==> src/hdl/dsat_pkg.sv <==
// Shared types, constants and the arctangent table for the aim tracker.
// Used by every module of the block; depends on nothing.
`default_nettype none

package dsat_pkg;

  // CORDIC iteration count and the length of the arctangent table
  localparam int CORDIC_STEPS = 16;
  localparam int TABLE_LEN    = 24;
  localparam int RUN_STEPS    = (CORDIC_STEPS > TABLE_LEN) ? TABLE_LEN : CORDIC_STEPS;
  localparam int STEP_BITS    = $clog2(RUN_STEPS);
  localparam int TAB_IDX_BITS = $clog2(TABLE_LEN);

  // working width of the CORDIC vector: 32-bit inputs plus quarter turn and gain
  localparam int CW = 35;

  localparam int COUNT_BITS = 32;

  // input queue between front and back
  localparam int QUEUE_DEPTH = 2;
  localparam int QPTR_BITS   = $clog2(QUEUE_DEPTH);

  localparam int PADDR_BITS = 4;

  // register reset values
  localparam logic [7:0]  REACTION_DELAY_RST  = 8'd15;
  localparam logic [14:0] MAX_YAW_STEP_RST    = 15'd1024;
  localparam logic [14:0] ALIGN_TOL_RST       = 15'd650;
  localparam logic [15:0] HOME_YAW_RST        = 16'd0;

  localparam logic [15:0] HALF_TURN    = 16'h8000;
  localparam logic [31:0] ACC_QUARTER  = 32'h4000_0000;
  localparam logic [31:0] ACC_3QUARTER = 32'hC000_0000;

  typedef enum logic [1:0] {
    REG_REACTION_DELAY = 2'd0,
    REG_MAX_YAW_STEP   = 2'd1,
    REG_ALIGN_TOL      = 2'd2,
    REG_HOME_YAW       = 2'd3
  } reg_idx_t;

  localparam logic [2:0] PH_IDLE  = 3'd0;
  localparam logic [2:0] PH_DELAY = 3'd1;
  localparam logic [2:0] PH_TURN  = 3'd2;
  localparam logic [2:0] PH_FIRE  = 3'd3;
  localparam logic [2:0] PH_CHECK = 3'd4;

  localparam logic [31:0] ATAN_TABLE [TABLE_LEN] = '{
    32'h20000000, 32'h12E4051E, 32'h09FB385B, 32'h051111D4,
    32'h028B0D43, 32'h0145D7E1, 32'h00A2F61E, 32'h00517C55,
    32'h0028BE53, 32'h00145F2F, 32'h000A2F98, 32'h000517CC,
    32'h00028BE6, 32'h000145F3, 32'h0000A2FA, 32'h0000517D,
    32'h000028BE, 32'h0000145F, 32'h00000A30, 32'h00000518,
    32'h0000028C, 32'h00000146, 32'h000000A3, 32'h00000051
  };

  function automatic logic [31:0] atan_of(input logic [STEP_BITS-1:0] idx);
    return ATAN_TABLE[TAB_IDX_BITS'(idx)];
  endfunction

  // classified beat as it waits in the queue
  typedef struct packed {
    logic                 present;
    logic                 needs_cordic;  // present and y nonzero
    logic [15:0]          fixed_angle;   // aim when no CORDIC run is needed
    logic [31:0]          tick;
    logic signed [CW-1:0] nx;
    logic signed [CW-1:0] ny;
    logic [31:0]          acc;
  } q_item_t;

  typedef struct packed {
    logic [7:0]  reaction_delay;
    logic [14:0] max_yaw_step;
    logic [14:0] align_tolerance;
  } cfg_t;

  typedef struct packed {
    logic                 start;
    logic signed [CW-1:0] nx;
    logic signed [CW-1:0] ny;
    logic [31:0]          acc;
  } cordic_req_t;

  typedef struct packed {
    logic        busy;
    logic        done;
    logic [15:0] angle;
  } cordic_rsp_t;

endpackage

`default_nettype wire

==> src/hdl/dsat_front.sv <==
// Front end: accepts tick beats, does the quarter-turn pre-rotation and
// classifies the special angles. Depends on dsat_pkg.
`default_nettype none

module dsat_front import dsat_pkg::*; (
  input  wire logic               item_valid,
  output logic                    item_ready,
  input  wire logic               target_present,
  input  wire logic signed [31:0] target_x,
  input  wire logic signed [31:0] target_y,
  input  wire logic [31:0]        tick_stamp,
  input  wire logic               q_space,
  output logic                    q_push,
  output q_item_t                 q_wdata
);

  logic signed [CW-1:0] xs;
  logic signed [CW-1:0] ys;
  logic                 y_zero;

  assign xs     = CW'(target_x);
  assign ys     = CW'(target_y);
  assign y_zero = (target_y == 32'sd0);

  assign item_ready = q_space;
  assign q_push     = item_valid && q_space;

  always_comb begin
    q_wdata.present      = target_present;
    q_wdata.needs_cordic = target_present && !y_zero;
    q_wdata.tick         = tick_stamp;
    // on the x axis the angle is 0 or a half turn; a lost target aims at 0
    q_wdata.fixed_angle  = (target_present && target_x[31]) ? HALF_TURN : 16'd0;
    if (!target_y[31]) begin
      q_wdata.nx  = ys;
      q_wdata.ny  = -xs;
      q_wdata.acc = ACC_QUARTER;
    end else begin
      q_wdata.nx  = -ys;
      q_wdata.ny  = xs;
      q_wdata.acc = ACC_3QUARTER;
    end
  end

endmodule

`default_nettype wire

==> src/hdl/dsat_queue.sv <==
// Short flop-based queue of classified beats between front and back.
// Depends on dsat_pkg.
`default_nettype none

module dsat_queue import dsat_pkg::*; (
  input  wire logic    clk,
  input  wire logic    rst,
  input  wire logic    push,
  input  wire q_item_t wdata,
  output logic         space,
  input  wire logic    pop,
  output logic         avail,
  output q_item_t      head
);

  q_item_t              slots [QUEUE_DEPTH];
  logic [QPTR_BITS-1:0] wr_ptr;
  logic [QPTR_BITS-1:0] rd_ptr;
  logic [QPTR_BITS:0]   fill;

  assign space = (fill != (QPTR_BITS + 1)'(QUEUE_DEPTH));
  assign avail = (fill != '0);
  assign head  = slots[rd_ptr];

  // depth is a power of two, so the pointers wrap on their own
  always_ff @(posedge clk) begin
    if (rst) begin
      wr_ptr <= '0;
      rd_ptr <= '0;
      fill   <= '0;
    end else begin
      if (push) begin
        wr_ptr <= wr_ptr + 1'b1;
      end
      if (pop) begin
        rd_ptr <= rd_ptr + 1'b1;
      end
      if (push && !pop) begin
        fill <= fill + 1'b1;
      end else if (pop && !push) begin
        fill <= fill - 1'b1;
      end
    end
  end

  always_ff @(posedge clk) begin
    if (push) begin
      slots[wr_ptr] <= wdata;
    end
  end

endmodule

`default_nettype wire

==> src/hdl/dsat_cordic.sv <==
// Iterative vectoring CORDIC, one micro-rotation per cycle, giving the
// binary angle of a pre-rotated vector. Depends on dsat_pkg.
`default_nettype none

module dsat_cordic import dsat_pkg::*; (
  input  wire logic        clk,
  input  wire logic        rst,
  input  wire cordic_req_t req,
  output cordic_rsp_t      rsp
);

  logic signed [CW-1:0] vx;
  logic signed [CW-1:0] vy;
  logic [31:0]          acc;
  logic [STEP_BITS-1:0] step;
  logic                 busy;
  logic                 done;

  logic signed [CW-1:0] dx;
  logic signed [CW-1:0] dy;
  logic [31:0]          ang;

  assign dx  = vy >>> step;
  assign dy  = vx >>> step;
  assign ang = atan_of(step);

  assign rsp.busy  = busy;
  assign rsp.done  = done;
  assign rsp.angle = acc[31:16];

  always_ff @(posedge clk) begin
    if (rst) begin
      busy <= 1'b0;
      done <= 1'b0;
      step <= '0;
    end else begin
      done <= 1'b0;
      if (req.start) begin
        busy <= 1'b1;
        step <= '0;
      end else if (busy) begin
        if (step == STEP_BITS'(RUN_STEPS - 1)) begin
          busy <= 1'b0;
          done <= 1'b1;
        end else begin
          step <= step + 1'b1;
        end
      end
    end
  end

  // once y reaches zero the vector and angle are final
  always_ff @(posedge clk) begin
    if (req.start) begin
      vx  <= req.nx;
      vy  <= req.ny;
      acc <= req.acc;
    end else if (busy && (vy != '0)) begin
      if (!vy[CW-1]) begin
        vx  <= vx + dx;
        vy  <= vy - dy;
        acc <= acc + ang;
      end else begin
        vx  <= vx - dx;
        vy  <= vy + dy;
        acc <= acc - ang;
      end
    end
  end

endmodule

`default_nettype wire

==> src/hdl/dsat_back.sv <==
// Back end: tracker state, reaction delay, slew-limited yaw step, alignment
// check and the result register. Depends on dsat_pkg and dsat_cordic.
`default_nettype none

module dsat_back import dsat_pkg::*; (
  input  wire logic    clk,
  input  wire logic    rst,
  input  wire cfg_t    cfg,
  input  wire logic    q_avail,
  input  wire q_item_t q_head,
  output logic         q_pop,
  output logic         result_valid,
  input  wire logic    result_ready,
  output logic [15:0]  yaw,
  output logic [2:0]   phase,
  output logic         fire,
  output logic         aligned,
  output logic         tracking,
  output logic [31:0]  fire_tick,
  output logic [31:0]  sighting_count,
  output logic [31:0]  idle_check_count
);

  typedef enum logic [4:0] {
    S_IDLE   = 5'b00001,
    S_CORDIC = 5'b00010,
    S_APPLY  = 5'b00100,
    S_CHECK  = 5'b01000,
    S_EMIT   = 5'b10000
  } state_t;

  state_t                state;
  logic                  registered;
  logic [31:0]           detect_tick;
  logic [15:0]           yaw_reg;
  logic [31:0]           last_fire;
  logic [COUNT_BITS-1:0] idle_checks;
  logic [COUNT_BITS-1:0] sightings;
  logic                  aligned_flag;
  logic [2:0]            phase_reg;
  logic                  fire_flag;
  logic [15:0]           target;
  logic [31:0]           cur_tick;

  cordic_req_t           creq;
  cordic_rsp_t           crsp;

  logic [31:0]           elapsed;
  logic                  due;
  logic signed [16:0]    diff;
  logic signed [16:0]    lim;
  logic [15:0]           slew;
  logic signed [16:0]    err;
  logic [16:0]           err_abs;
  logic                  out_free;

  dsat_cordic u_cordic (
    .clk (clk),
    .rst (rst),
    .req (creq),
    .rsp (crsp)
  );

  assign elapsed  = q_head.tick - detect_tick;
  assign due      = registered && (elapsed >= {24'd0, cfg.reaction_delay});
  assign q_pop    = (state == S_IDLE) && q_avail;
  assign out_free = !result_valid || result_ready;

  always_comb begin
    creq.start = q_pop && !(!registered && q_head.present) && due && q_head.needs_cordic;
    creq.nx    = q_head.nx;
    creq.ny    = q_head.ny;
    creq.acc   = q_head.acc;
  end

  // shortest-way error; a half turn reads as minus a half turn
  assign diff = 17'(signed'(target - yaw_reg));
  assign lim  = signed'({2'b00, cfg.max_yaw_step});

  always_comb begin
    if (diff > lim) begin
      slew = lim[15:0];
    end else if (diff < -lim) begin
      slew = 16'(-lim);
    end else begin
      slew = diff[15:0];
    end
  end

  assign err     = diff;
  assign err_abs = err[16] ? 17'(-err) : 17'(err);

  always_ff @(posedge clk) begin
    if (rst) begin
      state        <= S_IDLE;
      registered   <= 1'b0;
      detect_tick  <= '0;
      yaw_reg      <= HOME_YAW_RST;
      last_fire    <= '0;
      idle_checks  <= '0;
      sightings    <= '0;
      aligned_flag <= 1'b0;
      phase_reg    <= PH_IDLE;
      fire_flag    <= 1'b0;
      result_valid <= 1'b0;
    end else begin
      if ((state == S_EMIT) && out_free) begin
        result_valid <= 1'b1;
      end else if (result_valid && result_ready) begin
        result_valid <= 1'b0;
      end
      case (state)
        S_IDLE: begin
          if (q_avail) begin
            fire_flag <= 1'b0;
            cur_tick  <= q_head.tick;
            if (!registered && q_head.present) begin
              registered  <= 1'b1;
              detect_tick <= q_head.tick;
              phase_reg   <= PH_DELAY;
              sightings   <= sightings + COUNT_BITS'(1);
              state       <= S_EMIT;
            end else if (due) begin
              target <= q_head.fixed_angle;
              state  <= q_head.needs_cordic ? S_CORDIC : S_APPLY;
            end else if (!registered) begin
              phase_reg   <= PH_CHECK;
              idle_checks <= idle_checks + COUNT_BITS'(1);
              state       <= S_EMIT;
            end else begin
              state <= S_EMIT;
            end
          end
        end
        S_CORDIC: begin
          if (crsp.done) begin
            target <= crsp.angle;
            state  <= S_APPLY;
          end
        end
        S_APPLY: begin
          yaw_reg   <= yaw_reg + slew;
          phase_reg <= PH_TURN;
          state     <= S_CHECK;
        end
        S_CHECK: begin
          if (err_abs <= {2'b00, cfg.align_tolerance}) begin
            aligned_flag <= 1'b1;
            phase_reg    <= PH_FIRE;
            fire_flag    <= 1'b1;
            last_fire    <= cur_tick;
            registered   <= 1'b0;
          end else begin
            aligned_flag <= 1'b0;
          end
          state <= S_EMIT;
        end
        S_EMIT: begin
          if (out_free) begin
            state <= S_IDLE;
          end
        end
        default: state <= S_IDLE;
      endcase
    end
  end

  always_ff @(posedge clk) begin
    if ((state == S_EMIT) && out_free) begin
      yaw              <= yaw_reg;
      phase            <= phase_reg;
      fire             <= fire_flag;
      aligned          <= aligned_flag;
      tracking         <= registered;
      fire_tick        <= last_fire;
      sighting_count   <= 32'(sightings);
      idle_check_count <= 32'(idle_checks);
    end
  end

  a_state_onehot: assert property (@(posedge clk) disable iff (rst)
    $onehot(state))
    else $error("back sequencer state not one-hot");

  a_start_from_idle: assert property (@(posedge clk) disable iff (rst)
    creq.start |=> (state == S_CORDIC) && crsp.busy)
    else $error("CORDIC started outside a turning beat");

  a_done_expected: assert property (@(posedge clk) disable iff (rst)
    crsp.done |-> (state == S_CORDIC))
    else $error("CORDIC result arrived with no beat waiting");

  a_fire_rearms: assert property (@(posedge clk) disable iff (rst)
    ((state == S_EMIT) && fire_flag) |-> (!registered && aligned_flag))
    else $error("fire issued without rearm or alignment");

  a_emit_holds: assert property (@(posedge clk) disable iff (rst)
    (result_valid && !result_ready) |=> result_valid)
    else $error("result dropped while stalled");

endmodule

`default_nettype wire

==> src/hdl/delayed_slew_limited_aim_tracker.sv <==
// Top level of the aim tracker: APB register file, front end, beat queue
// and back end. Depends on dsat_pkg, dsat_front, dsat_queue and dsat_back.
`default_nettype none

// One tick beat in gives one result beat out. The front end pre-rotates the
// target vector and queues the beat (two entries), so a new beat is taken
// while the back end works or a result waits. A beat that only registers a
// target, counts an idle tick or waits out the reaction delay goes straight
// to the result register in the back end. A turning beat with a target off
// the x axis runs the CORDIC unit, one micro-rotation per cycle, at most 16,
// followed by the slew step, the alignment check and the result register.
// A turning beat with a lost target or one on the x axis skips the CORDIC.
// Registers are to be written only while the block is idle; the block itself
// does not enforce this. A write to home_yaw is only stored, and reset
// returns both it and the yaw to 0.
module delayed_slew_limited_aim_tracker import dsat_pkg::*; (
  input  wire logic                  clk,
  input  wire logic                  rst,
  input  wire logic                  psel,
  input  wire logic                  penable,
  input  wire logic                  pwrite,
  input  wire logic [PADDR_BITS-1:0] paddr,
  input  wire logic [31:0]           pwdata,
  output logic [31:0]                prdata,
  output logic                       pready,
  input  wire logic                  item_valid,
  output logic                       item_ready,
  input  wire logic                  target_present,
  input  wire logic signed [31:0]    target_x,
  input  wire logic signed [31:0]    target_y,
  input  wire logic [31:0]           tick_stamp,
  output logic                       result_valid,
  input  wire logic                  result_ready,
  output logic [15:0]                yaw,
  output logic [2:0]                 phase,
  output logic                       fire,
  output logic                       aligned,
  output logic                       tracking,
  output logic [31:0]                fire_tick,
  output logic [31:0]                sighting_count,
  output logic [31:0]                idle_check_count
);

  cfg_t        cfg;
  logic [15:0] home_yaw;
  reg_idx_t    reg_sel;
  logic        wr_en;

  logic        q_space;
  logic        q_push;
  q_item_t     q_wdata;
  logic        q_pop;
  logic        q_avail;
  q_item_t     q_head;

  assign pready  = 1'b1;
  assign reg_sel = reg_idx_t'(paddr[3:2]);
  assign wr_en   = psel && penable && pwrite;

  always_ff @(posedge clk) begin
    if (rst) begin
      cfg.reaction_delay  <= REACTION_DELAY_RST;
      cfg.max_yaw_step    <= MAX_YAW_STEP_RST;
      cfg.align_tolerance <= ALIGN_TOL_RST;
      home_yaw            <= HOME_YAW_RST;
    end else if (wr_en) begin
      case (reg_sel)
        REG_REACTION_DELAY: cfg.reaction_delay  <= pwdata[7:0];
        REG_MAX_YAW_STEP:   cfg.max_yaw_step    <= pwdata[14:0];
        REG_ALIGN_TOL:      cfg.align_tolerance <= pwdata[14:0];
        REG_HOME_YAW:       home_yaw            <= pwdata[15:0];
        default: ;
      endcase
    end
  end

  always_comb begin
    case (reg_sel)
      REG_REACTION_DELAY: prdata = {24'd0, cfg.reaction_delay};
      REG_MAX_YAW_STEP:   prdata = {17'd0, cfg.max_yaw_step};
      REG_ALIGN_TOL:      prdata = {17'd0, cfg.align_tolerance};
      REG_HOME_YAW:       prdata = {16'd0, home_yaw};
      default:            prdata = '0;
    endcase
  end

  dsat_front u_front (
    .item_valid     (item_valid),
    .item_ready     (item_ready),
    .target_present (target_present),
    .target_x       (target_x),
    .target_y       (target_y),
    .tick_stamp     (tick_stamp),
    .q_space        (q_space),
    .q_push         (q_push),
    .q_wdata        (q_wdata)
  );

  dsat_queue u_queue (
    .clk   (clk),
    .rst   (rst),
    .push  (q_push),
    .wdata (q_wdata),
    .space (q_space),
    .pop   (q_pop),
    .avail (q_avail),
    .head  (q_head)
  );

  dsat_back u_back (
    .clk              (clk),
    .rst              (rst),
    .cfg              (cfg),
    .q_avail          (q_avail),
    .q_head           (q_head),
    .q_pop            (q_pop),
    .result_valid     (result_valid),
    .result_ready     (result_ready),
    .yaw              (yaw),
    .phase            (phase),
    .fire             (fire),
    .aligned          (aligned),
    .tracking         (tracking),
    .fire_tick        (fire_tick),
    .sighting_count   (sighting_count),
    .idle_check_count (idle_check_count)
  );

endmodule

`default_nettype wire

==> config.mk <==
export PLATFORM = sky130hd
export DESIGN_NAME = delayed_slew_limited_aim_tracker
export DESIGN_NICKNAME = d
export VERILOG_FILES = /design/src/hdl/dsat_pkg.sv /design/src/hdl/dsat_front.sv /design/src/hdl/dsat_queue.sv /design/src/hdl/dsat_cordic.sv /design/src/hdl/dsat_back.sv /design/src/hdl/delayed_slew_limited_aim_tracker.sv
export SDC_FILE = /design/constraint.sdc
export NUM_CORES = 2
export LEC_CHECK = 0
export ABC_AREA = 0
export BUFFER_PORTS_ARGS = -buffer_cell sky130_fd_sc_hd__clkbuf_2
export CELL_PAD_IN_SITES_DETAIL_PLACEMENT = 0
export CELL_PAD_IN_SITES_GLOBAL_PLACEMENT = 2
export CORE_AREA = 2 2 316 318
export CTS_CLUSTER_SIZE = 28
export DETAILED_ROUTE_END_ITERATION = 8
export DIE_AREA = 0 0 318 320
export PLACE_DENSITY_LB_ADDON = 0.3
export SYNTH_ARGS = -nofsm -noshare
export SYNTH_HDL_FRONTEND = slang
export SYNTH_SLANG_ARGS = --single-unit
==> constraint.sdc <==
create_clock -name clk -period 13.58 [get_ports clk]
set_input_delay 0 -clock clk [delete_from_list [all_inputs] [get_ports clk]]
set_output_delay 0 -clock clk [all_outputs]
set_load 0.01 [all_outputs]
# ---- Yosys cells after proc, flatten, opt, wreduce, memory -nomap -nowiden
# Memories as Yosys holds them, arrays and structs flattened. A register that Yosys moved wholly into a read port is not among the register bits.
# Cells that the tools add are included.
dict set report word_totals {
  register_bits 488
  mem_bits_rw 304
  romBits 1024
  in_bits 140
  out_inout_bits 153
  wordCells 193
  mem_count 2
}
dict set report op_classes {
  addsub 20
  n_lt_le_gt_ge 5
  n_eq_ne 19
  shifts 2
  n_mux 55
  bitwise 7
  n_reduce_logical 49
}
# name depth width rd rd_clocked_by_memory_dff wr line_no
set memory_table {}
lappend memory_table {{(name not given)} 32 32 1 0 0 dsat_pkg.sv:58} ;# return ATAN_TABLE[TAB_IDX_BITS'(idx)];
lappend memory_table {u_queue.slots 2 152 1 1 1 dsat_queue.sv:16} ;# q_item_t slots [QUEUE_DEPTH];
# op count
set op_table {}
lappend op_table {{2-to-1 mux 35 bit} 6}
lappend op_table {{2-to-1 mux 32 bit} 5}
lappend op_table {{case mux 32 bit (4 select lines)} 1}
lappend op_table {{2-to-1 mux 16 bit} 7}
lappend op_table {{2-to-1 mux 102 bit} 1}
lappend op_table {{adder 35 bit} 2}
lappend op_table {{negation 32 -> 35 bit} 2}
lappend op_table {{>>> shifter 35 x 4 -> 35 bit} 2}
lappend op_table {{subtractor 35 bit} 2}
lappend op_table {{adder 32 x 1 -> 32 bit (second input constant)} 2}
lappend op_table {{subtractor 32 bit} 2}
lappend op_table {{nonzero test 35 bit} 1}
lappend op_table {{adder 32 bit} 1}
lappend op_table {{>= comparator 32 x 8 -> 1 bit} 1}
lappend op_table {{logical NOT 32 bit} 1}
lappend op_table {{case mux 16 bit (2 select lines)} 1}
lappend op_table {{2-to-1 mux 5 bit} 5}
lappend op_table {{case mux 5 bit (5 select lines)} 1}
lappend op_table {{2-to-1 mux 3 bit} 6}
lappend op_table {{<= comparator 17 x 15 -> 1 bit} 1}
lappend op_table {{< comparator 16 x 17 -> 1 bit} 1}
lappend op_table {{2-to-1 mux 17 bit} 1}
lappend op_table {{negation 15 -> 17 bit} 1}
lappend op_table {{negation 16 -> 17 bit} 1}
lappend op_table {{other kinds (38)} 103}

# ---- Logic depth before layout (Yosys ltp)
dict set report logic_depth {
  depth_word 8
  ltp_mapped 34
  ltp_nobuf 33
}

# ---- Modules after synthesis
# Synthesis repeated with hierarchy kept, for this count alone.
dict set report unflattened {
  cells_unflattened 4646
  hier_area_um2 48570.3
}
# module n_inst cells_each area_each_um2 seq_area_each_um2
set by_module_without_submodules {}
lappend by_module_without_submodules {dsat_back 1 1679 16433.3 8107.8}
lappend by_module_without_submodules {dsat_cordic 1 1894 15776.4 3183.1}
lappend by_module_without_submodules {dsat_queue 1 495 11496.0 9228.9}
lappend by_module_without_submodules {delayed_slew_limited_aim_tracker 1 273 2697.6 1081.0}
lappend by_module_without_submodules {dsat_front 1 305 2167.1 0.0}

# ---- Least setup slack after synthesis
# Ideal clock, no wire load.
dict set report synth_path {
  path_kind {register to register}
  start {register with a tool-made name}
  end {register u_back.u_cordic.acc[0], enable pin}
  arrival_time_ns 6.289
  required_ns 12.636
  setup_slack_ns 6.347
  path_stages_with_launch 24
  n_path_buf 3
  path_cell_list {dfxtp_1 -> clkbuf_1 -> buf_1 -> mux2_2 -> ha_1 -> o21a_1 -> o31a_1 -> o21a_1 -> o21ai_0 -> nand2b_1 -> a21oi_1 -> xnor2_1 -> ha_1 -> and3_1 -> a21oi_1 -> nand3_1 -> nor4_1 -> nor4b_1 -> nand4_1 -> nor4_1 -> a41oi_1 -> nand2_1 -> buf_2 -> nand2_1}
}
# item line_no
set synth_rtl {}
lappend synth_rtl {{to (signal assigned)} dsat_cordic.sv:57} ;# acc <= req.acc;
lappend synth_rtl {{to (signal assigned)} dsat_cordic.sv:62} ;# acc <= acc + ang;
lappend synth_rtl {{to (signal assigned)} dsat_cordic.sv:66} ;# acc <= acc - ang;
lappend synth_rtl {{to (decl)} dsat_cordic.sv:14} ;# logic [31:0] acc;

# ---- Final worst setup path
dict set report layout_path {
  start {register u_back.yaw_reg[2]}
  end {register u_back.yaw_reg[15]}
}
dict set report layout_via {
  elab_chain_cells 5
}
# item line_no
set layout_lines {}
lappend layout_lines {{from (decl)} dsat_back.sv:35} ;# logic [15:0] yaw_reg;
lappend layout_lines {{from (signal assigned)} dsat_back.sv:142} ;# yaw_reg <= yaw_reg + slew;
lappend layout_lines {{subtractor 16 bit} dsat_back.sv:77} ;# assign diff = 17'(signed'(target - yaw_reg));
lappend layout_lines {{< comparator 16 x 17 -> 1 bit} dsat_back.sv:83} ;# end else if (diff < -lim) begin
lappend layout_lines {{2-to-1 mux 16 bit} dsat_back.sv:83}
lappend layout_lines {{2-to-1 mux 16 bit} dsat_back.sv:81} ;# if (diff > lim) begin
lappend layout_lines {{adder 16 bit (*)} dsat_back.sv:142}
# Every way passes the cells marked *; elsewhere a longest branch is shown, timed or not.
# A chain may end at the register's enable or synchronous reset.

==> flow_metrics.env <==
export IMPL_worstPathMaxFanout=15
export IMPL_critPathLaunchType="register"
export IMPL_largest_register_ffs=212
export IMPL_yosysTopAreaCell="edfxtp_1"
export IMPL_drtPass1Iterations=5
export IMPL_ys_top_cells_by_area="edfxtp_1, dfxtp_1, ha_1, mux2i_1, mux4_2"
export IMPL_min_to="u_queue.slots[0][112]"
export IMPL_drive_gt1_frac=0.135
export IMPL_dieArea_mm2=0.102
export IMPL_crit_type="register to register"
export IMPL_synth_edf_count=480
export IMPL_top_register="u_queue.slots"
export IMPL_cts_sinks=701
export IMPL_synth_seq_cells=701
export IMPL_synth_most_common_cell="edfxtp_1"
export IMPL_worstSkewPairLatency_ns=0.68
export IMPL_drc_errors=0
export IMPL_io_pins=293
export IMPL_layoutNonFillerInstCount=5829
export IMPL_start_util=0.439
export IMPL_tightest_slew_ns=1.12
export IMPL_final_core_util=0.505
export IMPL_drv_slew=0
export IMPL_fin_tns_setup_ns=0
export IMPL_synth_seq_area_share=0.438
export IMPL_post_cts_buffers=0
export IMPL_fin_crit_ns=8.07
export IMPL_syn_area_per_cell_um2=10.4
export IMPL_hpwl_mm=81.9
export IMPL_num_rows=115
export IMPL_yosysTopAreaCellShare=0.335
export IMPL_grt_pass1_vias=31200
export IMPL_route_vias_total=32100
export IMPL_place_congestion=0.868
export IMPL_critPathTopFamily="compound AO/OA/AOI/OAI gates"
export IMPL_dp_slack_ns=5.56
export IMPL_ys_types=96
export IMPL_max_freq_mhz=124
export IMPL_skew_ns=0.0326
export IMPL_setup_viol=0
export IMPL_dp_cells=5539
export IMPL_numCtsBuffers=78
export IMPL_setup_ws_ns=5.51
export IMPL_post_cts_resized=0
export IMPL_synth_common_cells="edfxtp_1, nand2_1, a21oi_1"
export IMPL_cpPeakStageDelay_ns=0.70
export IMPL_r2r_setup_slack_ns=5.51
export IMPL_synth_warnings=0
export IMPL_nNetsFinal=4848
export IMPL_worstHoldPathCells=2
export IMPL_synth_cells=4133
export IMPL_vdd_drop_max_mv=0.105
export IMPL_status="finished, final reports clean"
export IMPL_period_share=0.595
export IMPL_fin_area_mm2=0.0495
export IMPL_drt_vias_per_instance=5.51
export IMPL_clk_pin_slew_worst_paths_ns=0.06
export IMPL_overflow=0
export IMPL_n_fill_cell=9093
export IMPL_worst_ep_required_time_ns=14.15
export IMPL_synth_area_mm2=0.0430
export IMPL_top_regs="u_queue.slots (212), cfg (38)"
export IMPL_track_usage=0.221
export IMPL_min_path_type="input pin to register"
export IMPL_crit_path_frequent_cell="a21oi_1"
export IMPL_endpoint_kind="register"
export IMPL_cts_tree="built"
export IMPL_placedInstanceArea_mm2=0.0454
export IMPL_portBuffers=257
export IMPL_routedWlPerCell_um=19.6
export IMPL_crit_cells=31
export IMPL_clk_path_buf_depth=3
export IMPL_min_from="tick_stamp[10]"
export IMPL_slew_headroom=0.253
export IMPL_synthFlopType="edfxtp_1"
export IMPL_drv_cap=0
export IMPL_cpMaxStageDelayCell="a2111oi_0"
export IMPL_r2r_end="u_back.yaw_reg[15]"
export IMPL_routed_wirelength_mm=114
export IMPL_reg2reg_depth=31
export IMPL_htree_levels=3
export IMPL_p_per_area_mw_per_mm2=177
export IMPL_cts_root_buf="clkbuf_16"
export IMPL_die_h_um=320
export IMPL_final_antenna_net_count=0
export IMPL_die_w_um=318
export IMPL_drt_iter0_markers=2359
export IMPL_critical_path_buf_inv_count=3
export IMPL_syn2layout_area_growth_pct=15.2
export IMPL_power_leakage_nw=18.9
export IMPL_antenna_found_initial=1
export IMPL_worst_ep_arrival_time_ns=8.64
export IMPL_async_flop_share=0
export IMPL_r2r_start="u_back.yaw_reg[2]"
export IMPL_core_mm2=0.0980
export IMPL_grt_max_degree=170
export IMPL_finalHoldViolCount=0
export IMPL_grt_setup_unrepaired="false"
export IMPL_grt_pass1_wl_mm=178
[routing by layer]
metal,vias up,GRT usage,share of wire
met5,-,0,0
met4,0,0.0704,0.029
met3,177,0.0305,0.041
met2,713,0.371,0.48
met1,15400,0.295,0.45
li1,15800,-,-
[how the worst max path moves through the flow]
stage	startpoint	slack, ns	to
6_report	u_back.yaw_reg[2]	5.51	u_back.yaw_reg[15]
4_1_cts	u_back.yaw_reg[2]	5.50	u_back.yaw_reg[15]
3_3_place_gp	u_back.yaw_reg[2]	5.70	u_back.yaw_reg[15]
3_5_place_dp	u_back.yaw_reg[2]	5.56	u_back.yaw_reg[15]
5_1_grt	u_back.yaw_reg[1]	4.74	u_back.yaw_reg[15]
2_1_floorplan	register	6.35	u_back.u_cordic.acc[0]
[area by class of cell]
class	instances	area (µm²)	share of cell area
Inverter	182	683	0.0138
Antenna cell	2	5.00	0.000101
Multi-Input combinational cell	3078	22700	0.459
Clock inverter	49	578	0.0117
Tap cell	1287	1610	0.0325
Clock buffer	97	2050	0.0415
Sequential cell	701	18900	0.381
Timing Repair Buffer	433	2980	0.0602
[repair_timing]
item,CTS,global route
endpoints found under the setup margin,0,0
hold buffers,142,0
hold endpoints to repair,297,0
[worst register-to-register path: cells and delay by family (launching register included)]
kind                       cells  cell delay, ns
adders and majority gates      3            1.09
muxes                          2            0.48
AOI/OAI and AO/OA             17            4.28
buffers and inverters          3            0.53
DFF                            1            0.36
xor gates and xnor gates       1            0.14
and+or+nand+nor                5            1.06
[placed cells by master (no fill, tap or decap), types with 12 or more instances in the layout]
master,instances
buf_4,33
mux2i_1,257
o31ai_1,22
clkbuf_1,17
nand3_1,79
a21oi_1,343
conb_1,23
edfxtp_1,480
clkinv_2,16
or3_1,31
mux2_2,56
a211oi_1,23
dfxtp_1,216
o211ai_1,30
nor2b_1,41
clkbuf_2,256
o21ai_0,159
dlygate4sd3_1,142
o21bai_1,19
mux4_2,89
o21a_1,41
a21o_1,61
inv_1,180
clkbuf_16,79
nor4_1,29
nand4_1,38
and3_1,33
nor2_1,331
nand2b_1,43
and2_1,40
a31oi_1,45
o31a_1,12
nor3_1,67
or2_2,14
nand2_1,360
xor2_1,167
ha_1,228
xnor2_1,194
[kinds of logic after synthesis]
| family | Yosys count | share of synthesized area |
|---|---|---|
| AND/OR/NAND/NOR | 1180 | 0.131 |
| other | 2 | 0.000175 |
| flip-flops | 701 | 0.438 |
| AO/OA/AOI/OAI | 866 | 0.123 |
| XOR/XNOR | 364 | 0.0751 |
| buffers and inverters | 375 | 0.0368 |
| multiplexers | 410 | 0.125 |
| adder cells (fa/ha/maj) | 235 | 0.0694 |
[power by group]
part           leakage, nW  switching [mW]  internal [mW]
logic                 11.4            2.15           1.56
clock network         1.27           0.925           1.25
registers             6.23           0.155           2.72
total                 18.9            3.23           5.52
[stage by stage]
step                      power [mW]  hold slack (ns)
final                           8.76           0.0600
after floorplan                 5.68           0.0989
after CTS                       8.84          0.00281
after global routing            9.37           0.0226
after detailed placement        6.58            0.193
after global placement          6.55            0.191
(Power assumes the default switching activity.)
